### config.mk
export PLATFORM = sky130hd
export DESIGN_NAME = mld_float_code_codec_core
export DESIGN_NICKNAME = d
export VERILOG_FILES = /design/src/design/mfc_pkg.sv /design/src/design/mfc_lead_one.sv /design/src/design/mfc_convert.sv /design/src/design/mld_float_code_codec_core.sv
export SDC_FILE = /design/constraint.sdc
export NUM_CORES = 1
export LEC_CHECK = 0
export BUFFER_PORTS_ARGS = -buffer_cell sky130_fd_sc_hd__buf_2
export CAP_MARGIN = 15
export CORE_ASPECT_RATIO = 0.6
export CORE_UTILIZATION = 43
export DETAILED_ROUTE_END_ITERATION = 10
export PLACE_DENSITY = 0.63
export SLEW_MARGIN = 20
export SYNTH_ARGS = -nofsm -noshare
export SYNTH_HDL_FRONTEND = slang
export SYNTH_SLANG_ARGS = --single-unit
### constraint.sdc
create_clock -name clk -period 10.8 [get_ports clk]
set_input_delay 2.16 -clock clk [delete_from_list [all_inputs] [get_ports clk]]
set_output_delay 2.16 -clock clk [all_outputs]
set_load 0.005 [all_outputs]
### src/design/mfc_pkg.sv
// Package for the floating code codec: field widths, codes and item types.
package mfc_pkg;

	localparam int EXP_BITS_W  = 2;
	localparam int MANT_BITS_W = 4;
	localparam int NUMBER_W    = 32;
	localparam int CODE_W      = 16;
	localparam int VALUE_W     = 23;
	localparam int EXP_BIAS    = 3;

	localparam int DEF_MAX_EXP_BITS  = 3;
	localparam int DEF_MAX_MANT_BITS = 12;

	// Mantissa field at its widest, the hidden one above it, the exponent field.
	localparam int MANT_W = 12;
	localparam int MFULL_W = MANT_W + 1;
	localparam int EX_W = 3;
	// Shift amount of the value: exponent plus bias, at most 10.
	localparam int SH_W = 4;
	// Bit position inside the clamped integer.
	localparam int POS_W = $clog2(VALUE_W);

	typedef enum logic {
		KIND_ENCODE = 1'b0,
		KIND_DECODE = 1'b1
	} kind_t;

	typedef struct packed {
		kind_t                  kind;
		logic [EXP_BITS_W-1:0]  exp_bits;
		logic [MANT_BITS_W-1:0] mant_bits;
		logic [NUMBER_W-1:0]    number;
	} item_t;

	typedef struct packed {
		logic [CODE_W-1:0]  code;
		logic [VALUE_W-1:0] value;
	} result_t;

endpackage

### src/design/mfc_lead_one.sv
// Leading-one position of a word, found by a halving tree.
module mfc_lead_one #(
	parameter int WIDTH = mfc_pkg::VALUE_W
) (
	input  logic [WIDTH-1:0]         word,
	output logic [$clog2(WIDTH)-1:0] pos
);
	localparam int PW  = $clog2(WIDTH);
	localparam int PAD = 1 << PW;

	logic [PAD-1:0] rest;

	// Each level asks whether the upper half of what is left holds a one.
	always_comb begin
		rest = PAD'(word);
		pos  = '0;
		for (int k = PW - 1; k >= 0; k--) begin
			if ((rest >> (1 << k)) != '0) begin
				pos[k] = 1'b1;
				rest   = rest >> (1 << k);
			end
		end
	end

endmodule

### src/design/mfc_convert.sv
// Encode or decode of one item between the input and result registers.
module mfc_convert #(
	parameter int MAX_EXP_BITS  = mfc_pkg::DEF_MAX_EXP_BITS,
	parameter int MAX_MANT_BITS = mfc_pkg::DEF_MAX_MANT_BITS
) (
	input  mfc_pkg::item_t   item,
	output mfc_pkg::result_t result
);
	import mfc_pkg::*;

	logic [EXP_BITS_W-1:0]  e;
	logic [MANT_BITS_W-1:0] m;
	logic [EX_W-1:0]        emax;
	logic [CODE_W-1:0]      flag;
	logic [MANT_W-1:0]      mmask;
	logic [VALUE_W-1:0]     maxv;
	logic [VALUE_W-1:0]     numc;
	logic [POS_W-1:0]       lead;
	logic [POS_W-1:0]       shift;
	logic [CODE_W-1:0]      dmask;
	logic [CODE_W-1:0]      dcode;
	logic [MANT_W-1:0]      mant;
	logic [EX_W-1:0]        ex;
	logic [MFULL_W-1:0]     mant_full;
	logic [VALUE_W-1:0]     scaled;
	logic                   literal;

	// Widths outside the legal range are pulled to the nearest legal one.
	always_comb begin
		if (item.exp_bits == '0)
			e = EXP_BITS_W'(1);
		else if (item.exp_bits > EXP_BITS_W'(MAX_EXP_BITS))
			e = EXP_BITS_W'(MAX_EXP_BITS);
		else
			e = item.exp_bits;
		if (item.mant_bits == '0)
			m = MANT_BITS_W'(1);
		else if (item.mant_bits > MANT_BITS_W'(MAX_MANT_BITS))
			m = MANT_BITS_W'(MAX_MANT_BITS);
		else
			m = item.mant_bits;
	end

	assign emax  = EX_W'((4'd1 << e) - 4'd1);
	assign flag  = CODE_W'(1) << (5'(e) + 5'(m));
	assign mmask = MANT_W'((MFULL_W'(1) << m) - MFULL_W'(1));
	assign maxv  = VALUE_W'((14'd1 << (m + 4'd1)) - 14'd1) << (SH_W'(emax) + SH_W'(EXP_BIAS));
	assign numc  = (item.number > NUMBER_W'(maxv)) ? maxv : item.number[VALUE_W-1:0];

	mfc_lead_one #(.WIDTH(VALUE_W)) u_lead_one (
		.word (numc),
		.pos  (lead)
	);

	assign shift = lead - POS_W'(m);
	assign dmask = CODE_W'((17'(flag) << 1) - 17'd1);
	assign dcode = item.number[CODE_W-1:0] & dmask;

	// Mantissa and exponent for the shared value shifter, and whether the
	// item goes through literally instead.
	always_comb begin
		if (item.kind == KIND_ENCODE) begin
			literal = (numc < VALUE_W'(flag)) || (lead < POS_W'(5'(m) + 5'(EXP_BIAS)));
			mant    = MANT_W'(numc >> shift) & mmask;
			ex      = EX_W'(shift - POS_W'(EXP_BIAS)) & emax;
		end else begin
			literal = (dcode & flag) == '0;
			mant    = MANT_W'(dcode) & mmask;
			ex      = EX_W'(dcode >> m) & emax;
		end
	end

	assign mant_full = MFULL_W'(mant) | (MFULL_W'(1) << m);
	assign scaled    = VALUE_W'(mant_full) << (SH_W'(ex) + SH_W'(EXP_BIAS));

	always_comb begin
		if (item.kind == KIND_ENCODE) begin
			if (literal) begin
				result.code  = numc[CODE_W-1:0];
				result.value = numc;
			end else begin
				result.code  = flag | (CODE_W'(ex) << m) | CODE_W'(mant);
				result.value = scaled;
			end
		end else begin
			result.code  = dcode;
			result.value = literal ? VALUE_W'(dcode) : scaled;
		end
	end

endmodule

### src/design/mld_float_code_codec_core.sv
// Top level of the floating code codec: input register, converter, result register.
//
// Converts between plain integers and the exponential code |1|exp|mant| used
// in multicast listener reports. Each item carries its own field widths, so
// items of different formats may be mixed freely. kind selects encode
// (integer to code word) or decode (code word to integer); every item gives
// exactly one result holding the code word and the integer it stands for.
//
// Both channels use valid and stall; an item moves at a clock edge where
// valid is high and stall is low. The item is taken into the input
// register, converted by combinational logic, and the result lands in the
// result register that drives the output ports. One item is accepted
// every cycle as long as the receiver does not stall.
//
// When the receiver stalls, the result register holds its item and the
// input register still takes one more item; only when both are full does
// in_stall rise, and it falls in the same cycle that out_stall does.
// Reset empties both registers; no result is pending after reset.
module mld_float_code_codec_core #(
	parameter int MAX_EXP_BITS  = mfc_pkg::DEF_MAX_EXP_BITS,
	parameter int MAX_MANT_BITS = mfc_pkg::DEF_MAX_MANT_BITS
) (
	input  logic                            clk,
	input  logic                            arst_n,

	input  logic                            in_valid,
	output logic                            in_stall,
	input  logic                            kind,
	input  logic [mfc_pkg::EXP_BITS_W-1:0]  exp_bits,
	input  logic [mfc_pkg::MANT_BITS_W-1:0] mant_bits,
	input  logic [mfc_pkg::NUMBER_W-1:0]    number,

	output logic                            out_valid,
	input  logic                            out_stall,
	output logic [mfc_pkg::CODE_W-1:0]      code,
	output logic [mfc_pkg::VALUE_W-1:0]     value
);
	import mfc_pkg::*;

	logic    valid_s1;
	item_t   item_s1;
	logic    valid_s2;
	result_t result_s2;
	result_t result_c;
	logic    adv_s1;
	logic    adv_s2;

	// A stage loads when it is empty or when its content moves on.
	assign adv_s2   = !valid_s2 || !out_stall;
	assign adv_s1   = !valid_s1 || adv_s2;
	assign in_stall = !adv_s1;

	always_ff @(posedge clk or negedge arst_n) begin
		if (!arst_n) begin
			valid_s1 <= 1'b0;
			valid_s2 <= 1'b0;
		end else begin
			if (adv_s1)
				valid_s1 <= in_valid;
			if (adv_s2)
				valid_s2 <= valid_s1;
		end
	end

	// Payload registers carry no reset; their valid bits guard them.
	always_ff @(posedge clk) begin
		if (adv_s1 && in_valid) begin
			item_s1.kind      <= kind_t'(kind);
			item_s1.exp_bits  <= exp_bits;
			item_s1.mant_bits <= mant_bits;
			item_s1.number    <= number;
		end
		if (adv_s2 && valid_s1)
			result_s2 <= result_c;
	end

	mfc_convert #(
		.MAX_EXP_BITS  (MAX_EXP_BITS),
		.MAX_MANT_BITS (MAX_MANT_BITS)
	) u_convert (
		.item   (item_s1),
		.result (result_c)
	);

	assign out_valid = valid_s2;
	assign code      = result_s2.code;
	assign value     = result_s2.value;

endmodule
Yosys cells after proc, flatten, opt, wreduce, memory -nomap -nowiden
Cells that the tools add are included.
{"block": "op_classes", "bitwise": 9, "mux": 20, "n_mul": 0, "n_shift": 9, "magnitude_cmp": 5, "div_mod_pow": 0, "reduce_logical": 17, "n_addsub": 11, "n_eq_ne": 0}
{"cell": "$reduce_bool A32 Y1", "count": 5}
{"cell": "$mux W23", "count": 6}
{"cell": "$mux W39", "count": 2}
{"cell": "$and A16 B16 Y16", "count": 2}
{"cell": "$gt A32 B23 Y1", "count": 1}
{"cell": "$and A12 B12 Y12", "count": 2}
{"cell": "$lt A23 B16 Y1", "count": 1}
{"cell": "$shl A1 B4 Y23 const A", "count": 1}
{"cell": "$shl A13 B4 Y23", "count": 1}
{"cell": "$shl A23 B4 Y23", "count": 1}
{"cell": "$shr A23 B5 Y12", "count": 1}
{"cell": "$sub A23 B1 Y23 const B", "count": 1}
{"cell": "$logic_not A16 Y1", "count": 1}
{"cell": "$or A16 B12 Y16", "count": 1}
{"cell": "$or A16 B16 Y16", "count": 1}
{"cell": "$shl A1 B5 Y16 const A", "count": 1}
{"cell": "$shl A3 B4 Y16", "count": 1}
{"cell": "$shr A16 B4 Y3", "count": 1}
{"cell": "$sub A16 B1 Y16 const B", "count": 1}
{"cell": "$or A12 B13 Y13", "count": 1}
{"cell": "$shl A1 B4 Y13 const A", "count": 1}
{"cell": "$mux W12", "count": 1}
{"cell": "$sub A12 B2 Y12 const B", "count": 1}
{"cell": "$add A3 B2 Y4 const B", "count": 2}
{"cell": "20 further kinds", "count": 34}
{"block": "word_totals", "n_memories": 0, "ramBits": 0, "mem_bits_ro": 0, "register_bits": 80, "in_bits": 43, "word_cells": 79, "latchBits": 0}

Depth between registers and ports, before layout
Gate-level depths: netlist (run 1).
{"block": "depth", "depth_word": 28, "depth_mapped": 58, "depth_no_buf": 49}

Modules after synthesis
From an unflattened synthesis (run 1), not the netlist that was laid out.
{"block": "hier_totals", "cells_unflattened": 1459, "area_unflattened_um2": 11153.2}
{"mod": "mfc_convert", "cells_each": 1332, "instances": 1, "area_per_inst_um2": 8451.9, "seq_area_each_um2": 0.0}
{"mod": "mld_float_code_codec_core", "cells_each": 86, "instances": 1, "area_per_inst_um2": 2434.8, "seq_area_each_um2": 2392.3}
{"mod": "mfc_lead_one", "cells_each": 41, "instances": 1, "area_per_inst_um2": 266.5, "seq_area_each_um2": 0.0}

Least setup slack after synthesis (run 1)
Ideal clock, no wire load.
{"block": "synth_path", "path_kind": "register to register", "from": "reg item_s1[33] (netlist bit)", "to": "reg result_s2 (netlist bit value[12]), data pin", "path_buffers": 9, "arrival_ps": 11388, "slack_ps": -860, "synth_period_minus_slack_ps": 11660, "setup_time_ps": 272, "path_stages_with_launch": 52, "path_cell_list": "edfxtp_1 > buf_2 > buf_2 > buf_4 > nor3_1 > inv_1 > nand2_1 > inv_1 > clkbuf_1 > nor2_1 > ha_1 > buf_2 > a311oi_2 > nand2_1 > ha_1 > o2111a_1 > o41ai_1 > ha_1 > [16 not listed] > clkbuf_1 > inv_1 > buf_1 > ha_1 > o21ai_0 > nor3_1 > nand2_1 > a211oi_1 > nor3_1 > nor2_1 > inv_1 > ha_1 > xor2_1 > nand2b_1 > buf_2 > nor2_1 > a221o_1 > or4_1"}
{"item": "from (decl)", "line_no": "mld_float_code_codec_core.sv:41", "rtl": "item_t item_s1;"}
{"item": "to (signal assigned)", "line_no": "mld_float_code_codec_core.sv:74", "rtl": "result_s2 <= result_c;"}
{"item": "to (decl)", "line_no": "mld_float_code_codec_core.sv:43", "rtl": "result_t result_s2;"}

==> out/results.txt, run 1 <==
Total detailed-routing wirelength: 56,040 um
Share of synthesized area occupied by flip-flops and latches: 22.93%
Final standard cell area without fillers: 12,870 um^2
Utilization after layout: 54.86%
Time the final worst path needs with I/O delays and setup: 10.65 ns
Primary flip-flop cell chosen by synthesis mapping: edfxtp_1
Overall die height: 122.7 um
Total clock buffers created by CTS: 9
Library cell contributing the largest single delay on the critical path: or4b_4
Critical Path Sink Type: flop
Ys Warns: 0
Post-route fraction of the period consumed by the critical path: 98.57%
Number of design rule violations left after detail routing: 0
Endpoint of the worst hold path: out_valid
Arrival @ worst endpoint: 10.77 ns
Worst Path Max Fanout: 8
Most frequent standard cell in the layout excluding fill and tap cells: buf_4
Die outline width: 203.1 um
P_leak: 5.196 nW
Total instance count after detailed placement: 1,778
Vias after detailed routing: 12,990
Post-synth design cell area: 10,440 um^2
Count of flip-flops with a built-in enable after synthesis: 78
Worst r2r src: item_s1[35]
Power density over the cells: 226.5 nW/um^2
Die area: 24,910 um^2
Number of cells produced by synthesis: 1,315
Clock transition time at the flip-flop clock pins of the worst setup and hold paths: 0.07 ns
Setup Slack @ Placement: 0.05639 ns
Remaining antenna violation count: 0
Via density per instance: 7.159
Global routing usage summed across all routing layers: 44.28%
Cell area after placement: 12,170 um^2
Gr ovfl total: 0
Critical path origin: item_s1[35]
Worst-case clock skew: 0.007727 ns
Clock root buffer: clkbuf_16
Classification of the worst setup path: reg -> reg
Routability-driven placement congestion ratio: 1.107
Commonest cells after routing, fill and taps aside: buf_4 (170), nand2_1 (136), nor2_1 (134)
Fraction of final layout cells sized beyond drive strength 1: 26.70%
Largest net degree at the start of global routing: 50
Worst Min Path Start: valid_s1
Final Max Tran Viols: 0
Crit-path max cell delay: 0.55 ns
Cts hold-fix bufs: 0
Flip-flop and latch count after synthesis: 80
Synthesized area per cell: 7.935 um^2
Register-to-register path setup slack: 0.15 ns
Slew at the pin closest to its max-slew limit: 1.031 ns
Synth-to-Final Area Change: 23.33%
Startpoint class of the critical path: flop
Max transition margin: 30.83%
Initial core utilization: 44.48%
Clock tree from TritonCTS: done
I/O Pins: 84
Non-filler instance count after layout: 1,815
Crit Reg-Reg Endpoint: value[12]
Clock network latency to the later pin of the worst-skew pair: 0.38 ns
Critical path's most frequent cell: buf_4
Required time at the endpoint of the critical path: 10.92 ns
Total number of nets in the final design: 1,594
Number of global-route vias before repair: 11,710
Clock tree buffer depth: 2
Number of design-rule violations left by the first detailed-router iteration: 2,525
Peak ir drop on the vdd network: 0.1094 mV
DP Wirelength: 43,550 um
Port Buffers: 83
Number of sinks driven by the clock tree: 80
Total chip power: 2.915 mW
Logic depth of the worst register-to-register path: 46
Row count: 43
Final setup slack of the worst path: 0.1549 ns
Core Region: 23,460 um^2
Count of endpoints failing hold in the final timing report: 0
Max capacitance violation total: 0
Post-detailed-route wirelength per cell: 30.88 um
Proportion of register bits with asynchronous set or reset after synthesis: 2.500%
Setup-failing EPs final: 0
Max H-tree Level: 3
Number of iterations in the first detailed-routing pass: 7
Achievable clock frequency: 93.94 MHz
Wire length of the first global-routing pass: 79,050 um
Outcome: finished clean
Hold crit path type: reg -> reg
Antenna violations before repair: 1
Instance count along the most critical hold path: 1
Distinct cell type count of the synthesized netlist: 104
==> synthesized netlist by cell type (16+ instances only) <==
cell type  instances  area (um^2)
nor2_1           138        518.0
nand2_1          136        510.5
edfxtp_1          78         2342
a21oi_1           70        350.3
o21ai_0           67        335.3
clkbuf_1          62        232.7
ha_1              56        700.7
inv_1             50        187.7
nor3_1            39        195.2
a211oi_1          34        255.2
nand3_1           34        170.2
mux2i_1           32        320.3
o22ai_1           27        168.9
o211ai_1          26        195.2
mux2_2            25        281.5
a21o_1            22        165.2
a22oi_1           19        142.6
o221ai_1          17        148.9
a31oi_1           16        100.1
nand2b_1          16        100.1
o31ai_1           16        120.1
==> cell type report <==
type | instances | area (um^2)
Tap cell | 315 | 394.1
Multi-Input combinational cell | 1088 | 7776
Antenna cell | 2 | 5.005
Clock inverter | 7 | 51.30
Timing Repair Buffer | 259 | 1817
Clock buffer | 9 | 225.2
Inverter | 55 | 209.0
Fill cell | 2186 | 10590
Sequential cell | 80 | 2392
==> worst max path at each step <==
stage	slack (ns)	depth (start not counted)	to
after global routing	-0.12	47	value[12]
after detailed placement	0.06	43	value[12]
final	0.15	46	value[12]
after floorplan	-0.06	53	value[12]
after CTS	0.03	44	value[11]
after global placement	0.16	44	value[12]
==> critical path, delay by kind of cell, from the launching register on <==
| kind | cells | cell delay [ns] |
|---|---|---|
| DFF | 1 | 0.44 |
| and+or+nand+nor | 11 | 2.55 |
| adders and majority gates | 5 | 1.33 |
| xor gates and xnor gates | 1 | 0.24 |
| AOI/OAI and AO/OA | 19 | 4.30 |
| muxes | 1 | 0.20 |
| buffers and inverters | 9 | 1.30 |
==> cells by family after synthesis <==
group	synth area share [%]
AND/OR/NAND/NOR	20.31
XOR/XNOR	0.9233
AO/OA/AOI/OAI	34.75
adder cells (fa/ha/maj)	7.098
other	0.07197
buffers and inverters	6.127
multiplexers	7.794
flip-flops	22.93
==> report_power, final <==
part           internal [mW]  switching, mW
clock network          0.158          0.149
registers              0.399         0.0269
logic                  0.832           1.35
total                   1.39           1.53
==> flip-flops by register name, indices dropped and copies added, names as in the netlist <==
name / count
value: 23
code: 16
out_valid: 1
valid_s1: 1
item_s1: 39
==> routing by layer <==
| metal | vias to the layer above | wire length, um | global-route usage (%) |
|---|---|---|---|
| met1 | 6099 | 22890 | 61.42 |
| met3 | 189 | 10880 | 25.04 |
| met5 | - | 0 | 1.984 |
| met4 | 0 | 2114 | 16.07 |
| li1 | 5483 | - | - |
| met2 | 1222 | 20150 | 54.88 |
==> through the flow <==
| step | setup TNS [ns] | hold slack [ns] |
|---|---|---|
| after floorplan | -0.05525 | 0.4434 |
| after global placement | 0 | 0.4729 |
| after detailed placement | 0 | 0.4828 |
| after CTS | 0 | 0.4950 |
| after global routing | -0.8860 | 0.5145 |
| final | 0 | 0.4897 |
==> timing repair <==
| item | 4_1_cts | 5_1_grt |
|---|---|---|
| resized for setup | 4 | 54 |
| pin swaps | 0 | 29 |
| setup buffers | 0 | 18 |
| cloned | 0 | 1 |
| hold endpoints to repair | 0 | 0 |
| endpoints found under the setup margin | 3 | 34 |
(Power assumes the default switching activity.)
==> inputs of run 2 (changes only) <==
--- a/config.mk
+++ b/config.mk
@@ -6,4 +6,5 @@
 export NUM_CORES = 1
 export LEC_CHECK = 0
+export ABC_AREA = 1
 export BUFFER_PORTS_ARGS = -buffer_cell sky130_fd_sc_hd__buf_2
 export CAP_MARGIN = 15
@@ -12,4 +13,5 @@
 export DETAILED_ROUTE_END_ITERATION = 10
 export PLACE_DENSITY = 0.63
+export RECOVER_POWER = 50
 export SLEW_MARGIN = 20
 export SYNTH_ARGS = -nofsm -noshare
==> constraint.sdc (replaced) <==
create_clock -name clk -period 10.8 [get_ports clk]
set_input_delay 1.08 -clock clk [delete_from_list [all_inputs] [get_ports clk]]
set_output_delay 1.08 -clock clk [all_outputs]
set_load 0.005 [all_outputs]
==> run 2 against run 1 <==
Highest routed layer unchanged; routed wire length fell by 23%; clock power rose by 10%; utilization fell by 5.8 points; the run now ends with DRC, capacitance limit, slew limit left; final cell count fell by 1.8%; total power fell by 11%; largest power group unchanged; register-to-register slack improved by 0.40 ns; cell area fell by 19%; combinational power fell by 17%; global-route usage fell by 5.4 points.
==> out/results.txt, run 2 <==
Outcome: finished with violations (was finished clean)
Failing checks: DRC, capacitance limit, slew limit
Ant diodes: 0 (was 2)
Worst-case clock skew: 0.009595 ns (was 0.007727 ns)
Primary flip-flop cell chosen by synthesis mapping: edfxtp_1 (unchanged)
Setup-failing EPs final: 0 (unchanged)
Largest register FFs: 39 (unchanged)
Critical path's most frequent cell: nand2_1 (was buf_4)
Clock root buffer: clkbuf_16 (unchanged)
Setup_tns: 0 ns (unchanged)
Proportion of register bits with asynchronous set or reset after synthesis: 2.500% (unchanged)
Post-route fraction of the period consumed by the critical path: 94.89% (was 98.57%)
Logic depth of the worst register-to-register path: 51 (was 46)
Post-synth design cell area: 9453 um^2 (was 10,440 um^2)
Power density over the cells: 246.9 nW/um^2 (was 226.5 nW/um^2)
Final Max Tran Viols: 35 (was 0)
Remaining antenna violation count: 0 (unchanged)
Ys Warns: 0 (unchanged)
DP Wirelength: 35,310 um (was 43,550 um)
Initial core utilization: 44.40% (was 44.48%)
Peak ir drop on the vdd network: 0.1533 mV (was 0.1094 mV)
P_leak: 5.001 nW (was 5.196 nW)
Final setup slack of the worst path: 0.5517 ns (was 0.1549 ns)
Clock tree from TritonCTS: done (unchanged)
Flip-flop and latch count after synthesis: 80 (unchanged)
Number of design-rule violations left by the first detailed-router iteration: 1,981 (was 2,525)
Count of flip-flops with a built-in enable after synthesis: 78 (unchanged)
Number of sinks driven by the clock tree: 80 (unchanged)
Via density per instance: 6.017 (was 7.159)
Final standard cell area without fillers: 10,450 um^2 (was 12,870 um^2)
Die area: 22,600 um^2 (was 24,910 um^2)
Instance count along the most critical hold path: 2 (was 1)
Register with the most flip-flops: item_s1 (unchanged)
Routability-driven placement congestion ratio: 1.111 (was 1.107)
Classification of the worst setup path: reg -> reg (unchanged)
Total clock buffers created by CTS: 9 (unchanged)
Number of design rule violations left after detail routing: 5 (was 0)
Gr ovfl total: 0 (unchanged)
Wire length of the first global-routing pass: 62,710 um (was 79,050 um)
Max H-tree Level: 3 (unchanged)
Largest net degree at the start of global routing: 40 (was 50)
Vias after detailed routing: 10,720 (was 12,990)
Library cell with the largest summed area after synthesis: edfxtp_1 (unchanged)
Number of iterations in the first detailed-routing pass: 10 (was 7)
Clock network latency to the later pin of the worst-skew pair: 0.37 ns (was 0.38 ns)
Count of endpoints failing hold in the final timing report: 0 (unchanged)
Max capacitance violation total: 1 (was 0)
Total chip power: 2.580 mW (was 2.915 mW)
Distinct cell type count of the synthesized netlist: 70 (was 104)
Time the final worst path needs with I/O delays and setup: 10.25 ns (was 10.65 ns)
Synthesized area per cell: 6.648 um^2 (was 7.935 um^2)
Slew at the pin closest to its max-slew limit: 1.856 ns (was 1.031 ns)
I/O Pins: 84 (unchanged)
Number of global-route vias before repair: 9,467 (was 11,710)
Utilization after layout: 49.10% (was 54.86%)
Library cell contributing the largest single delay on the critical path: fa_1 (was or4b_4)
Critical Path Sink Type: flop (unchanged)
Clock transition time at the flip-flop clock pins of the worst setup and hold paths: 0.06 ns (was 0.07 ns)
Fraction of final layout cells sized beyond drive strength 1: 14.90% (was 26.70%)
Most instantiated library cell after synthesis: nand2_1 (was nor2_1)
Required time at the endpoint of the critical path: 11.01 ns (was 10.92 ns)
Worst Path Max Fanout: 28 (was 8)
Most frequent standard cell in the layout excluding fill and tap cells: nand2_1 (was buf_4)
Number of cells produced by synthesis: 1,422 (was 1,315)
Overall die height: 116.8 um (was 122.7 um)
Port Buffers: 83 (unchanged)
Synth-to-Final Area Change: 10.58% (was 23.33%)
Cell types occupying the most area after synthesis: edfxtp_1 (25%), nand2_1 (14%), nand3_1 (14%) (was edfxtp_1 (22%), ha_1 (6.7%), nor2_1 (5.0%))
Post-detailed-route wirelength per cell: 24.31 um (was 30.88 um)
RSZ-0062 raised after global routing: false
Total number of nets in the final design: 1,599 (was 1,594)
Total detailed-routing wirelength: 43,330 um (was 56,040 um)
Register-to-register path setup slack: 0.55 ns (was 0.15 ns)
Achievable clock frequency: 97.58 MHz (was 93.94 MHz)
Global routing usage summed across all routing layers: 38.89% (was 44.28%)
Hold crit path type: reg -> reg (unchanged)
Cell area after placement: 10,130 um^2 (was 12,170 um^2)
Ranking of synthesized cells by instance count: nand2_1 (356), nand3_1 (259), inv_1 (148) (was nor2_1 (138), nand2_1 (136), edfxtp_1 (78))
Clock tree buffer depth: 2 (unchanged)
Share of synthesized area occupied by flip-flops and latches: 25.31% (was 22.93%)
Die outline width: 193.4 um (was 203.1 um)
Max transition margin: -23.74% (was 30.83%)
Core Region: 21,290 um^2 (was 23,460 um^2)
Commonest cells after routing, fill and taps aside: nand2_1 (356), nand3_1 (259), inv_1 (148) (was buf_4 (170), nand2_1 (136), nor2_1 (134))
Cts hold-fix bufs: 0 (unchanged)
Row count: 41 (was 43)
Antenna violations before repair: 1 (unchanged)
Proportion of netlist area held by the largest area contributor: 24.78% (was 22.45%)
Setup Slack @ Placement: 0.8513 ns (was 0.05639 ns)
Crit-path max cell delay: 0.51 ns (was 0.55 ns)
Startpoint class of the critical path: flop (unchanged)
Arrival @ worst endpoint: 10.45 ns (was 10.77 ns)
## run 2: cell count changes in the layout (fill, tap and decap cells not counted), sizes merged, moves of 25 or more
cell / delta
a211oi: -33
buf: -159
mux2: -25
nand3: +243
nand2: +251
nor3: -31
inv: +111
mux2i: -35
## run 2: layout make-up
cell class	count	area, um^2
Timing Repair Buffer	113	620.6
Clock buffer	11	232.7
Tap cell	279	349.1
Clock inverter	5	81.33
Fill cell	2222	10840
Multi-Input combinational cell	1123	6123
Inverter	171	653.1
Sequential cell	80	2392
## run 2: path summary, 6_finish.rpt
| path | start | endpoint |
|---|---|---|
| max | item_s1[34] | value[19] |
| min | valid_s1 | out_valid |
| max reg2reg | item_s1[34] | value[19] |
| min reg2reg | valid_s1 | out_valid |
| max in group asynchronous | arst_n | valid_s1 |
| min in group asynchronous | arst_n | out_valid |
## run 2: cell families (layout without fill, tap and decap cells)
family	after synthesis	count (layout)	share of synthesized area [%]
adders and majority gates	58	58	7.836
buffers and inverters	223	300	10.18
xor gates and xnor gates	9	9	1.032
other	2	6	0.07945
and+or+nand+nor	853	853	43.39
DFF	80	80	25.31
AOI/OAI and AO/OA	197	197	12.18
## run 2: critical path: cells and delay by family (launching register included)
kind,cells,cell delay [ns]
DFF,1,0.47
AOI/OAI and AO/OA,4,0.54
and+or+nand+nor,29,5.14
adders and majority gates,7,2.20
buffers and inverters,11,1.69
## run 2: power by group
part	switching [mW]	internal [mW]	total (mW)
logic	1.29	0.523	1.81
clock network	0.136	0.203	0.339
registers	0.0211	0.410	0.431
total	1.44	1.14	2.58
## run 2: what timing repair did
| action | in CTS | in global routing |
|---|---|---|
| resized for setup | 0 | 3 |
| endpoints found under the setup margin | 0 | 4 |
| setup buffers | 0 | 4 |
## run 2: metrics by stage
step / cells / hold WS [ns]
CTS: 1778 / 0.4756
global route: 1782 / 0.4863
detailed placement: 1762 / 0.5126
floorplan: 1426 / 0.4331
global placement: 1762 / 0.4874
finish: 1782 / 0.4837
## run 2: metal layers
metal | GRT usage (%) | up-vias | wire length [um]
met1 | 56.86 | 4947 | 19600
li1 | - | 4973 | -
met5 | 0 | - | 0
met3 | 20.11 | 57 | 7782
met2 | 48.36 | 746 | 15220
met4 | 9.067 | 0 | 721
